$ cat config.mk
export PLATFORM = sky130hd
export DESIGN_NAME = utf8_to_utf16_transcoder_unit
export DESIGN_NICKNAME = d
export VERILOG_FILES = /design/src/sv/u2u_pkg.sv /design/src/sv/utf8_to_utf16_transcoder_unit.sv /design/src/sv/u2u_front.sv /design/src/sv/u2u_queue.sv /design/src/sv/u2u_back.sv
export SDC_FILE = /design/constraint.sdc
export NUM_CORES = 1
export LEC_CHECK = 0
export ABC_AREA = 1
export ABC_CLOCK_PERIOD_IN_PS = 11100
export BUFFER_PORTS_ARGS = -buffer_cell sky130_fd_sc_hd__buf_2
export CORE_ASPECT_RATIO = 0.6
export CORE_UTILIZATION = 35
export DETAILED_ROUTE_END_ITERATION = 7
export GPL_TIMING_DRIVEN = 1
export MAX_ROUTING_LAYER = met4
export PLACE_DENSITY = 0.59
export SYNTH_ARGS = -nofsm -noshare
export SYNTH_HDL_FRONTEND = slang
export SYNTH_SLANG_ARGS = --single-unit
$ cat constraint.sdc
create_clock -name clk_i -period 11.1 [get_ports clk_i]
set_input_delay 2.775 -clock clk_i [delete_from_list [all_inputs] [get_ports clk_i]]
set_output_delay 2.775 -clock clk_i [all_outputs]
set_load 0.03 [all_outputs]
$ cat src/sv/u2u_pkg.sv
package u2u_pkg;

  // Most UTF-16 units that one input byte can release.
  localparam int unsigned MaxUnits = 4;

  // Default number of bundles held between the front and the back.
  localparam int unsigned QueueDepthDefault = 4;

  localparam logic [15:0] ReplacementUnit = 16'hFFFD;
  localparam logic [15:0] HighSurrogate   = 16'hD800;
  localparam logic [15:0] LowSurrogate    = 16'hDC00;
  localparam logic [20:0] PlaneOffset     = 21'h10000;

  // All units released by one input byte, handed from the front to the back.
  typedef struct packed {
    logic [MaxUnits-1:0][15:0] units;
    logic [1:0]                last_idx;
    logic                      eos;
  } bundle_t;

endpackage

$ cat src/sv/utf8_to_utf16_transcoder_unit.sv
// UTF-8 to UTF-16 transcoder.
// The input side is a queue: drive a byte of a zero-terminated UTF-8 string on
// text_byte_i and raise push; the transfer happens on a clock edge where full
// is low. The output side is a queue too: while empty is low, the oldest UTF-16
// unit sits on code_unit_o, and end_of_string_o marks the zero terminator that
// closes each string. Raising pop while empty is low transfers that unit.
// The front decodes one byte per cycle and, whenever a byte completes a
// character, ends a string or is invalid, writes all of its units (one to
// four) as a single bundle into a small queue. The back drains the head
// bundle one unit per cycle into the output register, so the first unit of a
// byte goes through the queue and then the output register. Input throughput is one byte
// per cycle as long as the queue has room; the drain rate of one unit per
// cycle is what limits it, so surrogate pairs and truncated sequences cost
// extra cycles that the QueueDepth bundles of buffering absorb.
// When the receiver stalls, the output unit holds, the queue fills, and full
// rises to stop the sender. Reset empties the queue and the output register
// and drops any partially received sequence; no clearing pass is needed.
module utf8_to_utf16_transcoder_unit #(
  parameter int unsigned QueueDepth = u2u_pkg::QueueDepthDefault
) (
  input  logic        clk_i,
  input  logic        rst_ni,
  input  logic        push,
  output logic        full,
  input  logic [7:0]  text_byte_i,
  input  logic        pop,
  output logic        empty,
  output logic [15:0] code_unit_o,
  output logic        end_of_string_o
);
  import u2u_pkg::*;

  logic    take;
  logic    q_push, q_empty, q_full, q_pop;
  bundle_t q_wdata, q_rdata;

  // A byte is taken whenever the queue can hold whatever it may produce.
  assign full = q_full;
  assign take = push && !q_full;

  u2u_front u_front (
    .clk_i          (clk_i),
    .rst_ni         (rst_ni),
    .take_i         (take),
    .text_byte_i    (text_byte_i),
    .bundle_valid_o (q_push),
    .bundle_o       (q_wdata)
  );

  u2u_queue #(
    .Depth (QueueDepth)
  ) u_queue (
    .clk_i   (clk_i),
    .rst_ni  (rst_ni),
    .push_i  (q_push),
    .data_i  (q_wdata),
    .pop_i   (q_pop),
    .data_o  (q_rdata),
    .empty_o (q_empty),
    .full_o  (q_full)
  );

  u2u_back u_back (
    .clk_i           (clk_i),
    .rst_ni          (rst_ni),
    .head_valid_i    (!q_empty),
    .head_i          (q_rdata),
    .head_done_o     (q_pop),
    .pop_i           (pop),
    .empty_o         (empty),
    .code_unit_o     (code_unit_o),
    .end_of_string_o (end_of_string_o)
  );

  // A terminator byte always produces a bundle that closes the string.
  a_nul_ends_string: assert property (@(posedge clk_i) disable iff (!rst_ni)
    (take && text_byte_i == 8'h00) |-> (q_push && q_wdata.eos))
    else $error("terminator byte did not produce an end-of-string bundle");

  // Any other byte never closes a string.
  a_no_false_end: assert property (@(posedge clk_i) disable iff (!rst_ni)
    (take && text_byte_i != 8'h00) |-> !(q_push && q_wdata.eos))
    else $error("non-terminator byte produced an end-of-string bundle");

  // The unit flagged as the end of a string is always the zero terminator.
  a_end_is_zero: assert property (@(posedge clk_i) disable iff (!rst_ni)
    (!empty && end_of_string_o) |-> (code_unit_o == 16'h0000))
    else $error("end-of-string unit is not zero");

endmodule

$ cat src/sv/u2u_front.sv
module u2u_front (
  input  logic             clk_i,
  input  logic             rst_ni,
  input  logic             take_i,
  input  logic [7:0]       text_byte_i,
  output logic             bundle_valid_o,
  output u2u_pkg::bundle_t bundle_o
);
  import u2u_pkg::*;

  typedef enum logic [2:0] {
    LEAD_ASCII,
    LEAD_TWO,
    LEAD_THREE,
    LEAD_FOUR,
    LEAD_BAD
  } lead_e;

  function automatic lead_e classify(logic [7:0] b);
    lead_e c;
    if (!b[7]) c = LEAD_ASCII;
    else if (b[7:5] == 3'b110) c = LEAD_TWO;
    else if (b[7:4] == 4'b1110) c = LEAD_THREE;
    else if (b[7:3] == 5'b11110) c = LEAD_FOUR;
    else c = LEAD_BAD;
    return c;
  endfunction

  // A byte decoded on its own during a flush: plain ASCII or a replacement.
  function automatic logic [15:0] single_unit(logic [7:0] b, lead_e c);
    logic [15:0] u;
    u = (c == LEAD_ASCII) ? {8'h00, b} : ReplacementUnit;
    return u;
  endfunction

  logic [1:0] cnt_q, cnt_d;
  logic [7:0] pb_q [3];
  logic       wr_en;
  logic [1:0] wr_idx;
  lead_e      lead0, lead1, lead2, lead_b;
  logic [1:0] need;
  logic [20:0] cp, cp_off;
  bundle_t    bundle_d;
  logic       valid_d;

  always_comb begin
    lead0  = classify(pb_q[0]);
    lead1  = classify(pb_q[1]);
    lead2  = classify(pb_q[2]);
    lead_b = classify(text_byte_i);

    unique case (lead0)
      LEAD_TWO:   need = 2'd1;
      LEAD_THREE: need = 2'd2;
      LEAD_FOUR:  need = 2'd3;
      default:    need = 2'd0;
    endcase

    unique case (cnt_q)
      2'd1:    cp = {10'b0, pb_q[0][4:0], text_byte_i[5:0]};
      2'd2:    cp = {5'b0, pb_q[0][3:0], pb_q[1][5:0], text_byte_i[5:0]};
      default: cp = {pb_q[0][2:0], pb_q[1][5:0], pb_q[2][5:0], text_byte_i[5:0]};
    endcase
    cp_off = cp - PlaneOffset;

    bundle_d = '0;
    valid_d  = 1'b0;
    cnt_d    = cnt_q;
    wr_en    = 1'b0;
    wr_idx   = cnt_q;

    if (cnt_q == 2'd0) begin
      if (text_byte_i == 8'h00) begin
        bundle_d.eos = 1'b1;
        valid_d      = 1'b1;
      end else begin
        unique case (lead_b) inside
          LEAD_ASCII: begin
            bundle_d.units[0] = {8'h00, text_byte_i};
            valid_d           = 1'b1;
          end
          LEAD_TWO, LEAD_THREE, LEAD_FOUR: begin
            wr_en = 1'b1;
            cnt_d = 2'd1;
          end
          default: begin
            bundle_d.units[0] = ReplacementUnit;
            valid_d           = 1'b1;
          end
        endcase
      end
    end else if (text_byte_i == 8'h00) begin
      // Cut short: the open lead is replaced, the bytes behind it are
      // decoded again as leads of their own, then the terminator follows.
      bundle_d.units[0] = ReplacementUnit;
      bundle_d.eos      = 1'b1;
      valid_d           = 1'b1;
      cnt_d             = 2'd0;
      unique case (cnt_q)
        2'd1: begin
          bundle_d.last_idx = 2'd1;
        end
        2'd2: begin
          bundle_d.units[1] = single_unit(pb_q[1], lead1);
          bundle_d.last_idx = 2'd2;
        end
        default: begin
          if (lead1 == LEAD_TWO) begin
            bundle_d.units[1] = {5'b0, pb_q[1][4:0], pb_q[2][5:0]};
            bundle_d.last_idx = 2'd2;
          end else begin
            bundle_d.units[1] = single_unit(pb_q[1], lead1);
            bundle_d.units[2] = single_unit(pb_q[2], lead2);
            bundle_d.last_idx = 2'd3;
          end
        end
      endcase
    end else if (cnt_q >= need) begin
      valid_d = 1'b1;
      cnt_d   = 2'd0;
      if (|cp[20:16]) begin
        bundle_d.units[0] = HighSurrogate | {5'b0, cp_off[20:10]};
        bundle_d.units[1] = LowSurrogate | {6'b0, cp_off[9:0]};
        bundle_d.last_idx = 2'd1;
      end else begin
        bundle_d.units[0] = cp[15:0];
      end
    end else begin
      wr_en = 1'b1;
      cnt_d = cnt_q + 2'd1;
    end
  end

  always_ff @(posedge clk_i or negedge rst_ni) begin
    if (!rst_ni) begin
      cnt_q <= 2'd0;
    end else if (take_i) begin
      cnt_q <= cnt_d;
    end
  end

  always_ff @(posedge clk_i) begin
    if (take_i && wr_en) begin
      pb_q[wr_idx] <= text_byte_i;
    end
  end

  assign bundle_valid_o = take_i && valid_d;
  assign bundle_o       = bundle_d;

endmodule

$ cat src/sv/u2u_queue.sv
module u2u_queue #(
  parameter int unsigned Depth = u2u_pkg::QueueDepthDefault
) (
  input  logic             clk_i,
  input  logic             rst_ni,
  input  logic             push_i,
  input  u2u_pkg::bundle_t data_i,
  input  logic             pop_i,
  output u2u_pkg::bundle_t data_o,
  output logic             empty_o,
  output logic             full_o
);
  import u2u_pkg::*;

  localparam int unsigned PtrW = (Depth > 1) ? $clog2(Depth) : 1;
  localparam int unsigned CntW = $clog2(Depth + 1);
  localparam logic [PtrW-1:0] LastPtr = PtrW'(Depth - 1);
  localparam logic [CntW-1:0] FullCnt = CntW'(Depth);

  bundle_t         mem_q [Depth];
  logic [PtrW-1:0] wr_ptr_q, rd_ptr_q;
  logic [CntW-1:0] cnt_q;
  logic            do_push, do_pop;

  assign empty_o = (cnt_q == '0);
  assign full_o  = (cnt_q == FullCnt);
  assign do_push = push_i && !full_o;
  assign do_pop  = pop_i && !empty_o;
  assign data_o  = mem_q[rd_ptr_q];

  always_ff @(posedge clk_i or negedge rst_ni) begin
    if (!rst_ni) begin
      wr_ptr_q <= '0;
      rd_ptr_q <= '0;
      cnt_q    <= '0;
    end else begin
      if (do_push) begin
        wr_ptr_q <= (wr_ptr_q == LastPtr) ? '0 : wr_ptr_q + 1'b1;
      end
      if (do_pop) begin
        rd_ptr_q <= (rd_ptr_q == LastPtr) ? '0 : rd_ptr_q + 1'b1;
      end
      if (do_push && !do_pop) begin
        cnt_q <= cnt_q + 1'b1;
      end else if (do_pop && !do_push) begin
        cnt_q <= cnt_q - 1'b1;
      end
    end
  end

  always_ff @(posedge clk_i) begin
    if (do_push) begin
      mem_q[wr_ptr_q] <= data_i;
    end
  end

endmodule

$ cat src/sv/u2u_back.sv
module u2u_back (
  input  logic             clk_i,
  input  logic             rst_ni,
  input  logic             head_valid_i,
  input  u2u_pkg::bundle_t head_i,
  output logic             head_done_o,
  input  logic             pop_i,
  output logic             empty_o,
  output logic [15:0]      code_unit_o,
  output logic             end_of_string_o
);
  import u2u_pkg::*;

  logic [1:0]  idx_q;
  logic        out_valid_q;
  logic [15:0] code_q;
  logic        eos_q;
  logic        load, at_last;

  assign load        = head_valid_i && (!out_valid_q || pop_i);
  assign at_last     = (idx_q == head_i.last_idx);
  assign head_done_o = load && at_last;

  always_ff @(posedge clk_i or negedge rst_ni) begin
    if (!rst_ni) begin
      idx_q       <= 2'd0;
      out_valid_q <= 1'b0;
    end else if (load) begin
      idx_q       <= at_last ? 2'd0 : idx_q + 2'd1;
      out_valid_q <= 1'b1;
    end else if (pop_i) begin
      out_valid_q <= 1'b0;
    end
  end

  always_ff @(posedge clk_i) begin
    if (load) begin
      code_q <= head_i.units[idx_q];
      eos_q  <= head_i.eos && at_last;
    end
  end

  assign empty_o         = !out_valid_q;
  assign code_unit_o     = code_q;
  assign end_of_string_o = eos_q;

endmodule

* After elaboration in Yosys (flattened, before gate mapping)
Memories as Yosys holds them, arrays and structs flattened.
Index checks and enable logic that the tools add are counted.
** Cells by class
- Equal/unequal tests :: 27
- Shift-type cells :: 0
- Divide/modulo/power cells :: 0
- Add/subtract/negate cells :: 7
- Bitwise logic cells :: 0
- Reduce and logical (&&, ||, !) cells :: 28
- Mux-type cells :: 66
- Order comparisons :: 2
- Multiply operators :: 0
** Operators by type and width (number)
- $mux W16 :: 11
- $mux W34 :: 2
- $pmux W16 S2 :: 2
- $mux W3 :: 18
- $pmux W21 S2 :: 1
- $bmux W16 S2 :: 1
- $mux W32 :: 1
- $sub A21 B17 Y21 const B :: 1
- $eq A5 B5 Y1 const B :: 4
- $mux W1 :: 19
- $mux W2 :: 9
- $eq A4 B4 Y1 const B :: 4
- $eq A3 B3 Y1 const B :: 5
- $eq A3 B2 Y1 const B :: 4
- $logic_not A3 Y1 :: 4
- $logic_and A1 B1 Y1 :: 10
- $eq A3 B1 Y1 const B :: 3
- $add A2 B1 Y2 const B :: 4
- $logic_not A8 Y1 :: 1
- $eq A2 B2 Y1 const B :: 3
- $pmux W2 S3 :: 1
- $logic_not A1 Y1 :: 5
- $reduce_or A5 Y1 :: 1
- $ne A2 B2 Y1 const B :: 2
- other kinds (13) :: 14
** Storage, ports and cells
- Memories kept :: 2
- Register bits after elaboration :: 29
- Output and inout port bits :: 19
- Bits in read-only memories :: 0
- Input bits :: 12
- Logic and storage cells :: 140
- Bits in writable memories :: 228
- Bits in latches :: 0
** Memory list
- u_queue.mem_q :: words 4, bits a word 51, rd ports 1, clocked after Yosys merged registers in 0, write ports 1, line u2u_queue.sv:20 : bundle_t mem_q [Depth];
- u_front.pb_q :: words 3, bits a word 8, rd ports 3, clocked after Yosys merged registers in 0, write ports 1, line u2u_front.sv:37 : logic [7:0] pb_q [3];

* Logic depth before layout (Yosys ltp)
Gate-level depths: netlist of run 1.
An unclocked memory read counts as a cell.
- Depth after elaboration :: 18
- Gate-level depth with buffers :: 18
- Mapped depth without buffers :: 17

* Hierarchy
Synthesis of run 1 repeated with hierarchy kept, for this count alone.
** Second synthesis, totals
- Cell total of the unflattened synthesis :: 1329
- Area, all modules :: 14709.1 µm²
** By module, submodules not included
- u2u_queue :: instances 1, area an instance 11154.4 µm², cells each 843, seq. area each 8222.9 µm²
- u2u_front :: instances 1, area an instance 2356.0 µm², cells each 346, seq. area each 770.7 µm²
- u2u_back :: instances 1, area an instance 1184.9 µm², cells each 137, seq. area each 585.6 µm²
- utf8_to_utf16_transcoder_unit :: instances 1, area an instance 13.8 µm², cells each 3, seq. area each 0.0 µm²

* Worst setup path after synthesis of run 1
No wires, ideal clock.
- Path type :: input port to flip-flop
- Start point :: input port text_byte_i[2]
- End point :: memory u_queue.mem_q[0][0] in the netlist's numbering (enable)
- Data arrival time :: 5.171 ns
- Setup slack :: 5.490 ns
- Data required time :: 10.660 ns
- Stages on the path :: 5
- Library setup time :: 0.440 ns
- Path buffers :: 0
- Cells stage by stage :: nor2_1 > nand4_2 > nand3_1 > nand2_1 > nor2_1
** On the way
- Cells in the longest elaborated chain, start to end :: 7
- Elaborated cells between the ends (all ways) :: 8
- Classes of those cells :: mux: 5; reduce/logical: 3
** RTL lines
- from (decl) :: line utf8_to_utf16_transcoder_unit.sv:25 : input logic [7:0] text_byte_i,
- $logic_not A8 Y1 * :: line u2u_front.sv:73, u2u_front.sv:92
- $mux W1, on equally long branches :: line u2u_front.sv:92, u2u_front.sv:73
- $mux W1 * :: line u2u_front.sv:72 : if (cnt_q == 2'd0) begin
- $logic_and A1 B1 Y1 * :: line u2u_front.sv:148 : assign bundle_valid_o = take_i && valid_d;
- $logic_and A1 B1 Y1 * :: line u2u_queue.sv:27 : assign do_push = push_i && !full_o;
- $mux W1 * :: line u2u_queue.sv:52 : if (do_push) begin
- $mux W1 (implied by the code) * :: line u2u_queue.sv:53 : mem_q[wr_ptr_q] <= data_i;
- to (decl) :: line u2u_queue.sv:20
Mark *: on every way between the ends. The rest lies on a longest branch, timed or not.

* Final worst setup path of run 1
- Start point :: input port pop
- End point :: register u_queue.cnt_q[2]
** On the way
- Cells in the longest elaborated chain, start to end :: 7
- Elaborated cells between the ends (all ways) :: 9
- Classes of those cells :: mux: 1; reduce/logical: 8
** RTL lines
- from (decl) :: line utf8_to_utf16_transcoder_unit.sv:26 : input logic pop,
- $logic_or A1 B1 Y1 * :: line u2u_back.sv:20 : assign load = head_valid_i && (!out_valid_q || pop_i);
- $logic_and A1 B1 Y1 * :: line u2u_back.sv:20
- net u_back.load :: line u2u_back.sv:18 : logic load, at_last;
- $logic_and A1 B1 Y1 * :: line u2u_back.sv:22 : assign head_done_o = load && at_last;
- $logic_and A1 B1 Y1 * :: line u2u_queue.sv:28 : assign do_pop = pop_i && !empty_o;
- $logic_not A1 Y1 :: line u2u_queue.sv:43 : if (do_push && !do_pop) begin
- $logic_and A1 B1 Y1 :: line u2u_queue.sv:43
- $mux W3 or $reduce_bool A2 Y1 (tied branches)
- to (signal assigned) :: line u2u_queue.sv:44 : cnt_q <= cnt_q + 1'b1;
- to (signal assigned) :: line u2u_queue.sv:46 : cnt_q <= cnt_q - 1'b1;
- to (decl) :: line u2u_queue.sv:22 : logic [CntW-1:0] cnt_q;
The timed path passes the listed nets; every way through them passes the cells marked *.
A chain may end at the register's enable or synchronous reset.

==> results of run 1 <==
layer usage:
metal  up-vias  share of wire  track usage
li1       3074              -            -
met5         -              0            -
met2       231           0.38       0.2425
met1      3133           0.52       0.2910
met4         0          0.011      0.02503
met3        23          0.094      0.05478
worst paths after layout:
| check | startpoint | endpoint | slack (ns) | cells past startpoint |
|---|---|---|---|---|
| worst max-delay path | pop | u_queue.cnt_q[2] | 6.30 | 11 |
| worst min-delay path | u_front.cnt_q[0] | u_front.cnt_q[0] | 0.53 | 2 |
| worst max register to register | u_front.pb_q[0][3] | u_queue.cnt_q[1] | 7.71 | 15 |
| worst min register to register | u_front.cnt_q[0] | u_front.cnt_q[0] | 0.53 | 2 |
| max in group asynchronous | rst_ni | u_queue.rd_ptr_q[1] | 8.72 | 1 |
| min in group asynchronous | rst_ni | u_back.out_valid_q | 2.14 | 1 |
where the power goes:
| part | switching [mW] | leakage (nW) | internal, mW |
|---|---|---|---|
| Combinational | 0.921 | 1.59 | 0.308 |
| Clock | 0.301 | 0.304 | 0.372 |
| Sequential | 0.0561 | 2.08 | 1.19 |
| Total | 1.28 | 3.98 | 1.87 |
logic make-up (layout without fill, tap and decap cells):
group,after synthesis,in the layout,synth area share
XOR/XNOR,4,4,0.003654
AO/OA/AOI/OAI,183,183,0.1066
flip-flops,217,217,0.6732
adder cells (fa/ha/maj),13,13,0.01774
AND/OR/NAND/NOR,348,348,0.1553
buffers and inverters,94,133,0.04357
sequential cells by signal, summed over array words and instances, names as in the netlist:
signal	flops
u_front.cnt_q	2
u_front.pb_q	24
u_back.end_of_string_o	1
u_queue.cnt_q	3
u_back.out_valid_q	1
u_back.code_unit_o	16
u_back.idx_q	2
u_queue.wr_ptr_q	2
u_queue.mem_q	164
u_queue.rd_ptr_q	2
worst max-delay path, cell delays in order:
cell	delay, ns
buf_2	0.09
or2_2	0.30
nand2_1	0.10
inv_1	0.44
nand3_1	0.38
ha_1	0.19
inv_1	0.07
fa_1	0.43
a21oi_1	0.14
o21ai_0	0.11
xor2_1	0.15
final cells by class:
| cell class | instances | area, um^2 |
|---|---|---|
| Fill cell | 2570 | 15940 |
| Clock buffer | 28 | 551.8 |
| Inverter | 58 | 220.2 |
| Multi-Input combinational cell | 548 | 2746 |
| Clock inverter | 8 | 66.31 |
| Tap cell | 360 | 450.4 |
| Timing Repair Buffer | 39 | 217.7 |
| Sequential cell | 217 | 6459 |
placed cells by master (no fill, tap or decap), types with 2 or more instances in the layout:
master | synthesis | layout
buf_2 | 14 | 30
inv_2 | 4 | 4
xor2_1 | 2 | 2
inv_1 | 52 | 52
edfxtp_1 | 205 | 205
xnor2_1 | 2 | 2
nor2_1 | 137 | 133
nand2_1 | 136 | 136
clkinv_1 | 1 | 3
nand2_4 | 3 | 3
dfrtp_2 | 0 | 2
a21oi_1 | 28 | 28
clkbuf_16 | 0 | 21
dfrtp_1 | 12 | 10
clkbuf_1 | 13 | 7
o211ai_1 | 25 | 25
buf_4 | 3 | 9
clkinv_2 | 0 | 4
ha_1 | 12 | 12
nand3_1 | 52 | 52
nor3_1 | 2 | 2
o22ai_1 | 14 | 14
or2_2 | 2 | 2
nand4_1 | 6 | 6
nor2_2 | 3 | 3
nor2_4 | 1 | 5
o21ai_0 | 111 | 111
==> key figures, run 1 <==
Timing
  – Worst Max-Slew Pin Slew: 1.021 ns
  – Number of slew-limit violations in the final report: 0
  – Final-report hold violation count: 0
  – Clock Skew: 0.01234 ns
  – Top achievable clock speed: 0.2083 GHz
  – Final period util: 0.4326
  – Smallest hold slack: 0.5310 ns
  – Number of failing setup endpoints in the final timing report: 0
  – Period minus WS final: 4.801 ns
  – Setup slack after layout: 6.299 ns
  – Accumulated negative setup slack: 0 ns
  – Unrepaired setup endpoints after global routing: false
  – Relative slew slack: 0.3183

Cells and area
  – Area delta synth->final: 11.69%
  – Cell area after layout: 0.01071 mm^2
  – Ant. Diodes: 0
  – Util after Layout: 0.4020
  – Layout Nets: 910
  – Cell Count, Final, Fillers Out: between 1,000 and 1,500
  – Fraction of layout cells with a size suffix above 1: 0.1047

Place
  – Gpl congestion: 0.9686
  – Port Buffers: 30
  – Detailed placer's ending HPWL: between 15,000 and 20,000 um
  – DP Cell Count: 1,222
  – Worst slack after detailed placement: roughly 5.7 ns
  – Placed Instance Area: between 0.01 and 0.015 mm^2

Yosys
  – Post-synth cell types: 40
  – Net Count, Synth: 884
  – Cell count after synthesis: 859
  – Proportion of synthesized chip area in sequential cells: 0.6732
  – Most instantiated flip-flop cell in the synthesis netlist: edfxtp_1
  – Share of async-settable or async-resettable flops after synthesis: 0.05530
  – Most used standard cell by instance count after synthesis: edfxtp_1
  – Area fraction of the dominant cell type after synthesis: 0.6419
  – Combined area of all synthesized cells: ~0.0096 mm^2
  – Post-synthesis sequential element count: ~220
  – Synthesized area per cell: 11.16 um^2
  – Count of synthesis-stage warnings from yosys: 0
  – Leading cell types by count after synthesis: edfxtp_1, nor2_1, nand2_1
  – Post-synth EDFFs: 205
  – Leading post-synthesis cells by cell area: edfxtp_1, o21ai_0, nor2_1, nand2_1, dfrtp_1
  – Area leader, netlist: edfxtp_1

Worst setup path
  – Startpoint type of the worst setup path: primary input
  – Critical-path maximum fanout: 21
  – Worst path required time: between 10 and 15 ns
  – Critical path endpoint category: register
  – CP Class: in2reg
  – Critical Path AT: 5.19 ns

Pwr
  – Worst IR drop on VDD: between 0.0001 and 0.00015 V
  – Leakage Power: roughly 4.0 nW
  – PwrDens: 294.2 mW/mm^2
  – Power after layout: 3.151 mW

Drt
  – Routed via count: 6,461
  – Number of nets still failing antenna checks after routing: 0
  – Number of remaining DRC errors: 0
  – DRC violation total after the first TritonRoute iteration: 760
  – Per-cell via count in the routed design: roughly 5.1
  – WL final: 25,070 um
  – Mean routed wirelength per cell: 19.93 um
  – Number of detailed-routing iterations run before antenna repair: 5

Floorplanning
  – Io pins: 31
  – Area of the core region: about 0.027 mm^2
  – Full die area: 0.02809 mm^2
  – X dimension of the die: 215.7 um
  – Starting density of the core: 0.3599
  – Number of placement rows: 46
  – Overall die height: 130.2 um

Global routing
  – GRT Resource Usage Total: 0.1886
  – First-pass GRT wire length: about 38,000 um
  – Total congestion overflow after global routing: 0
  – Number of global-route vias before repair: 6,067
  – Largest net degree at the start of global routing: 83
  – Number of antenna violations at the first check in global routing: 0

Clock network
  – Clock root buffer: clkbuf_16
  – Count of buffers added by post-CTS timing repair for setup: 0
  – Clock input transition at the sequential cells of the worst setup and hold paths: 0.06 ns
  – Worst-case clock buffer depth: 3
  – Total of cells resized after clock tree synthesis: 0
  – H-tree depth reported by CTS: 1
  – Worst skew pair latency: 0.52 ns
  – Number of sinks on the clock net: approximately 220
  – Cts-stage hold buffer count: 0
  – Cts bufs inserted: 21
  – Clock tree from TritonCTS: built

Flow run
  – Max Cap Violations: 0

Outcome
  – Result of the run: finished, final reports clean

Hold path
  – Type of the tightest min-delay check: reg2reg
No activity file was read; power rests on OpenSTA's default activity.
==> run 2, diff against run 1 <==
--- a/config.mk
+++ b/config.mk
@@ -6,14 +6,14 @@
 export NUM_CORES = 1
 export LEC_CHECK = 0
 export ABC_AREA = 1
-export ABC_CLOCK_PERIOD_IN_PS = 11100
+export ABC_CLOCK_PERIOD_IN_PS = 4400
 export BUFFER_PORTS_ARGS = -buffer_cell sky130_fd_sc_hd__buf_2
 export CORE_ASPECT_RATIO = 0.6
 export CORE_UTILIZATION = 35
 export DETAILED_ROUTE_END_ITERATION = 7
 export GPL_TIMING_DRIVEN = 1
 export MAX_ROUTING_LAYER = met4
-export PLACE_DENSITY = 0.59
+export PLACE_DENSITY = 0.61
 export SYNTH_ARGS = -nofsm -noshare
 export SYNTH_HDL_FRONTEND = slang
 export SYNTH_SLANG_ARGS = --single-unit
==> constraint.sdc (replaced) <==
create_clock -name clk_i -period 4.4 [get_ports clk_i]
set_input_delay 1.1 -clock clk_i [delete_from_list [all_inputs] [get_ports clk_i]]
set_output_delay 1.1 -clock clk_i [all_outputs]
set_load 0.03 [all_outputs]
==> key figures, run 2 (same netlist as run 1, synthesis figures left out) <==
Cells and area
  – Largest register FFs: 164
  – Area delta synth->final: 12.75%
  – Util after Layout: 0.4058
  – Most common cell after layout, fill and taps aside: edfxtp_1
  – Reg with most FFs: u_queue.mem_q
  – Layout Nets: 914
  – Ant. Diodes: 0
  – Cell Count, Final, Fillers Out: 1,264
  – Leading cell types in the layout, fill and taps excluded: edfxtp_1, nand2_1, nor2_1, o21ai_0
  – Fraction of layout cells with a size suffix above 1: 0.1150

Drt
  – Per-cell via count in the routed design: 5.139
  – Mean routed wirelength per cell: 19.14 um
  – Number of detailed-routing iterations run before antenna repair: 5
  – WL final: 24,190 um
  – Number of nets still failing antenna checks after routing: 0
  – Number of remaining DRC errors: 0
  – DRC violation total after the first TritonRoute iteration: 701
  – Routed via count: 6,496

Pwr
  – Clock share of power: 0.229
  – Share of total power consumed by net switching: 0.3982
  – PwrDens: 745.3 mW/mm^2
  – Switching power summed over all nets: 3.209 mW
  – Worst IR drop on VDD: 0.0002945 V
  – Leakage Power: slightly above 4 nW
  – Flop pwr share: 0.395
  – Int Power: approximately 4.9 mW
  – Combinational share of power: 0.376

Global routing
  – Number of antenna violations at the first check in global routing: 0
  – First-pass GRT wire length: roughly 37,000 um
  – Total congestion overflow after global routing: 0
  – GRT Resource Usage Total: 0.1814
  – Number of global-route vias before repair: around 6,100
  – Largest net degree at the start of global routing: 45

Worst setup path
  – Critical Path AT: 3.69 ns
  – Ordered cell list for the critical path: inv_1 > nand3_1 > a21oi_1 > ha_1 > o21ai_0 > nand2_1 > nand2_1 > nand3_1 > nand2_1 > inv_1 > ha_1 > inv_1 > fa_1 > nor2_1 > a21oi_1
  – Critical-path maximum fanout: 11
  – Longest individual stage delay on the worst path: 0.43 ns
  – Critical path endpoint category: register
  – Number of cells on the worst reg-to-reg path: 15
  – Slowest CP cell: edfxtp_1
  – Family with the most delay on the worst path: simple AND/OR/NAND/NOR gates
  – Register-to-register path setup slack: 1.12 ns
  – Number of buffer and inverter instances along the worst setup path: 3
  – CP Class: reg2reg
  – Startpoint type of the worst setup path: register
  – Worst path required time: 4.81 ns
  – Endpoint of the worst register-to-register path: u_queue.cnt_q[1]
  – Startpoint of the lowest-slack register-to-register path: u_front.pb_q[0][3]

Timing
  – Top achievable clock speed: between 0.3 and 0.4 GHz
  – Number of slew-limit violations in the final report: 0
  – Unrepaired setup endpoints after global routing: false
  – Period minus WS final: 3.278 ns
  – Worst Max-Slew Pin Slew: 0.8893 ns
  – Number of failing setup endpoints in the final timing report: 0
  – Final period util: 0.7450
  – Clock Skew: 0.008283 ns
  – Relative slew slack: 0.4049
  – Final-report hold violation count: 0
  – Accumulated negative setup slack: 0 ns

Clock network
  – Worst skew pair latency: 0.52 ns
  – Worst-case clock buffer depth: 3
  – H-tree depth reported by CTS: 1
  – Count of buffers added by post-CTS timing repair for setup: 0
  – Cts bufs inserted: 21
  – Clock root buffer: clkbuf_16
  – Clock tree from TritonCTS: built
  – Clock input transition at the sequential cells of the worst setup and hold paths: ~0.070 ns
  – Number of sinks on the clock net: 217
  – Cts-stage hold buffer count: 0
  – Total of cells resized after clock tree synthesis: 0

Floorplanning
  – Full die area: 0.02809 mm^2
  – Overall die height: 130.2 um
  – Area of the core region: 0.02665 mm^2
  – Io pins: 31
  – Starting density of the core: 0.3599
  – Number of placement rows: 46
  – X dimension of the die: around 220 um

Outcome
  – Result of the run: finished, final reports clean

Place
  – Detailed placer's ending HPWL: 15,760 um
  – Gpl congestion: 0.9562
  – Port Buffers: 30
  – DP Cell Count: 1,226

Hold path
  – Type of the tightest min-delay check: in2async

Flow run
  – Max Cap Violations: 0
-- run 2: power by group through the flow --
stage,Sequential (mW),Combinational [mW],Clock (mW)
floorplan,3.33,1.98,0
global placement,3.22,2.99,0
detailed placement,3.23,3.01,0
CTS,3.18,3.02,1.88
global route,3.23,3.37,1.95
finish,3.18,3.03,1.85
-- run 2: how the worst max path moves through the flow --
stage | cells after the start | startpoint | endpoint
2_1_floorplan | 5 | text_byte_i[2] | u_queue.mem_q[0][0]
3_3_place_gp | 12 | text_byte_i[2] | u_queue.cnt_q[2]
3_5_place_dp | 12 | text_byte_i[5] | u_queue.cnt_q[2]
4_1_cts | 15 | u_front.pb_q[0][3] | u_queue.cnt_q[1]
5_1_grt | 15 | u_front.pb_q[0][3] | u_queue.cnt_q[1]
6_report | 15 | u_front.pb_q[0][3] | u_queue.cnt_q[1]
-- run 2: cell type report --
type                            instances  area (um^2)
Tap cell                              360        450.4
Sequential cell                       217         6459
Clock buffer                           21        525.5
Fill cell                            2523        15840
Inverter                               58        220.2
Multi-Input combinational cell        548         2746
Clock inverter                         17        163.9
Timing Repair Buffer                   43        247.7
-- run 2: per-layer routing --
metal  track usage  up-vias  share of wire
li1              -     3091              -
met1        0.2748     3134           0.50
met2        0.2436      242           0.39
met3       0.04336       29          0.090
met4       0.03212        0          0.014
met5             -        -              0
-- run 2: through the flow --
step | area [um^2] | total power [mW] | hold WS, ns | setup WS (ns)
floorplan | 9590 | 5.314 | 0.4807 | 0.4647
global placement | 10120 | 6.209 | 0.5159 | 0.8269
detailed placement | 10120 | 6.237 | 0.5231 | 0.7942
CTS | 10810 | 8.082 | 0.4538 | 1.123
global route | 10810 | 8.544 | 0.4637 | 0.8986
finish | 10810 | 8.059 | 0.4515 | 1.122
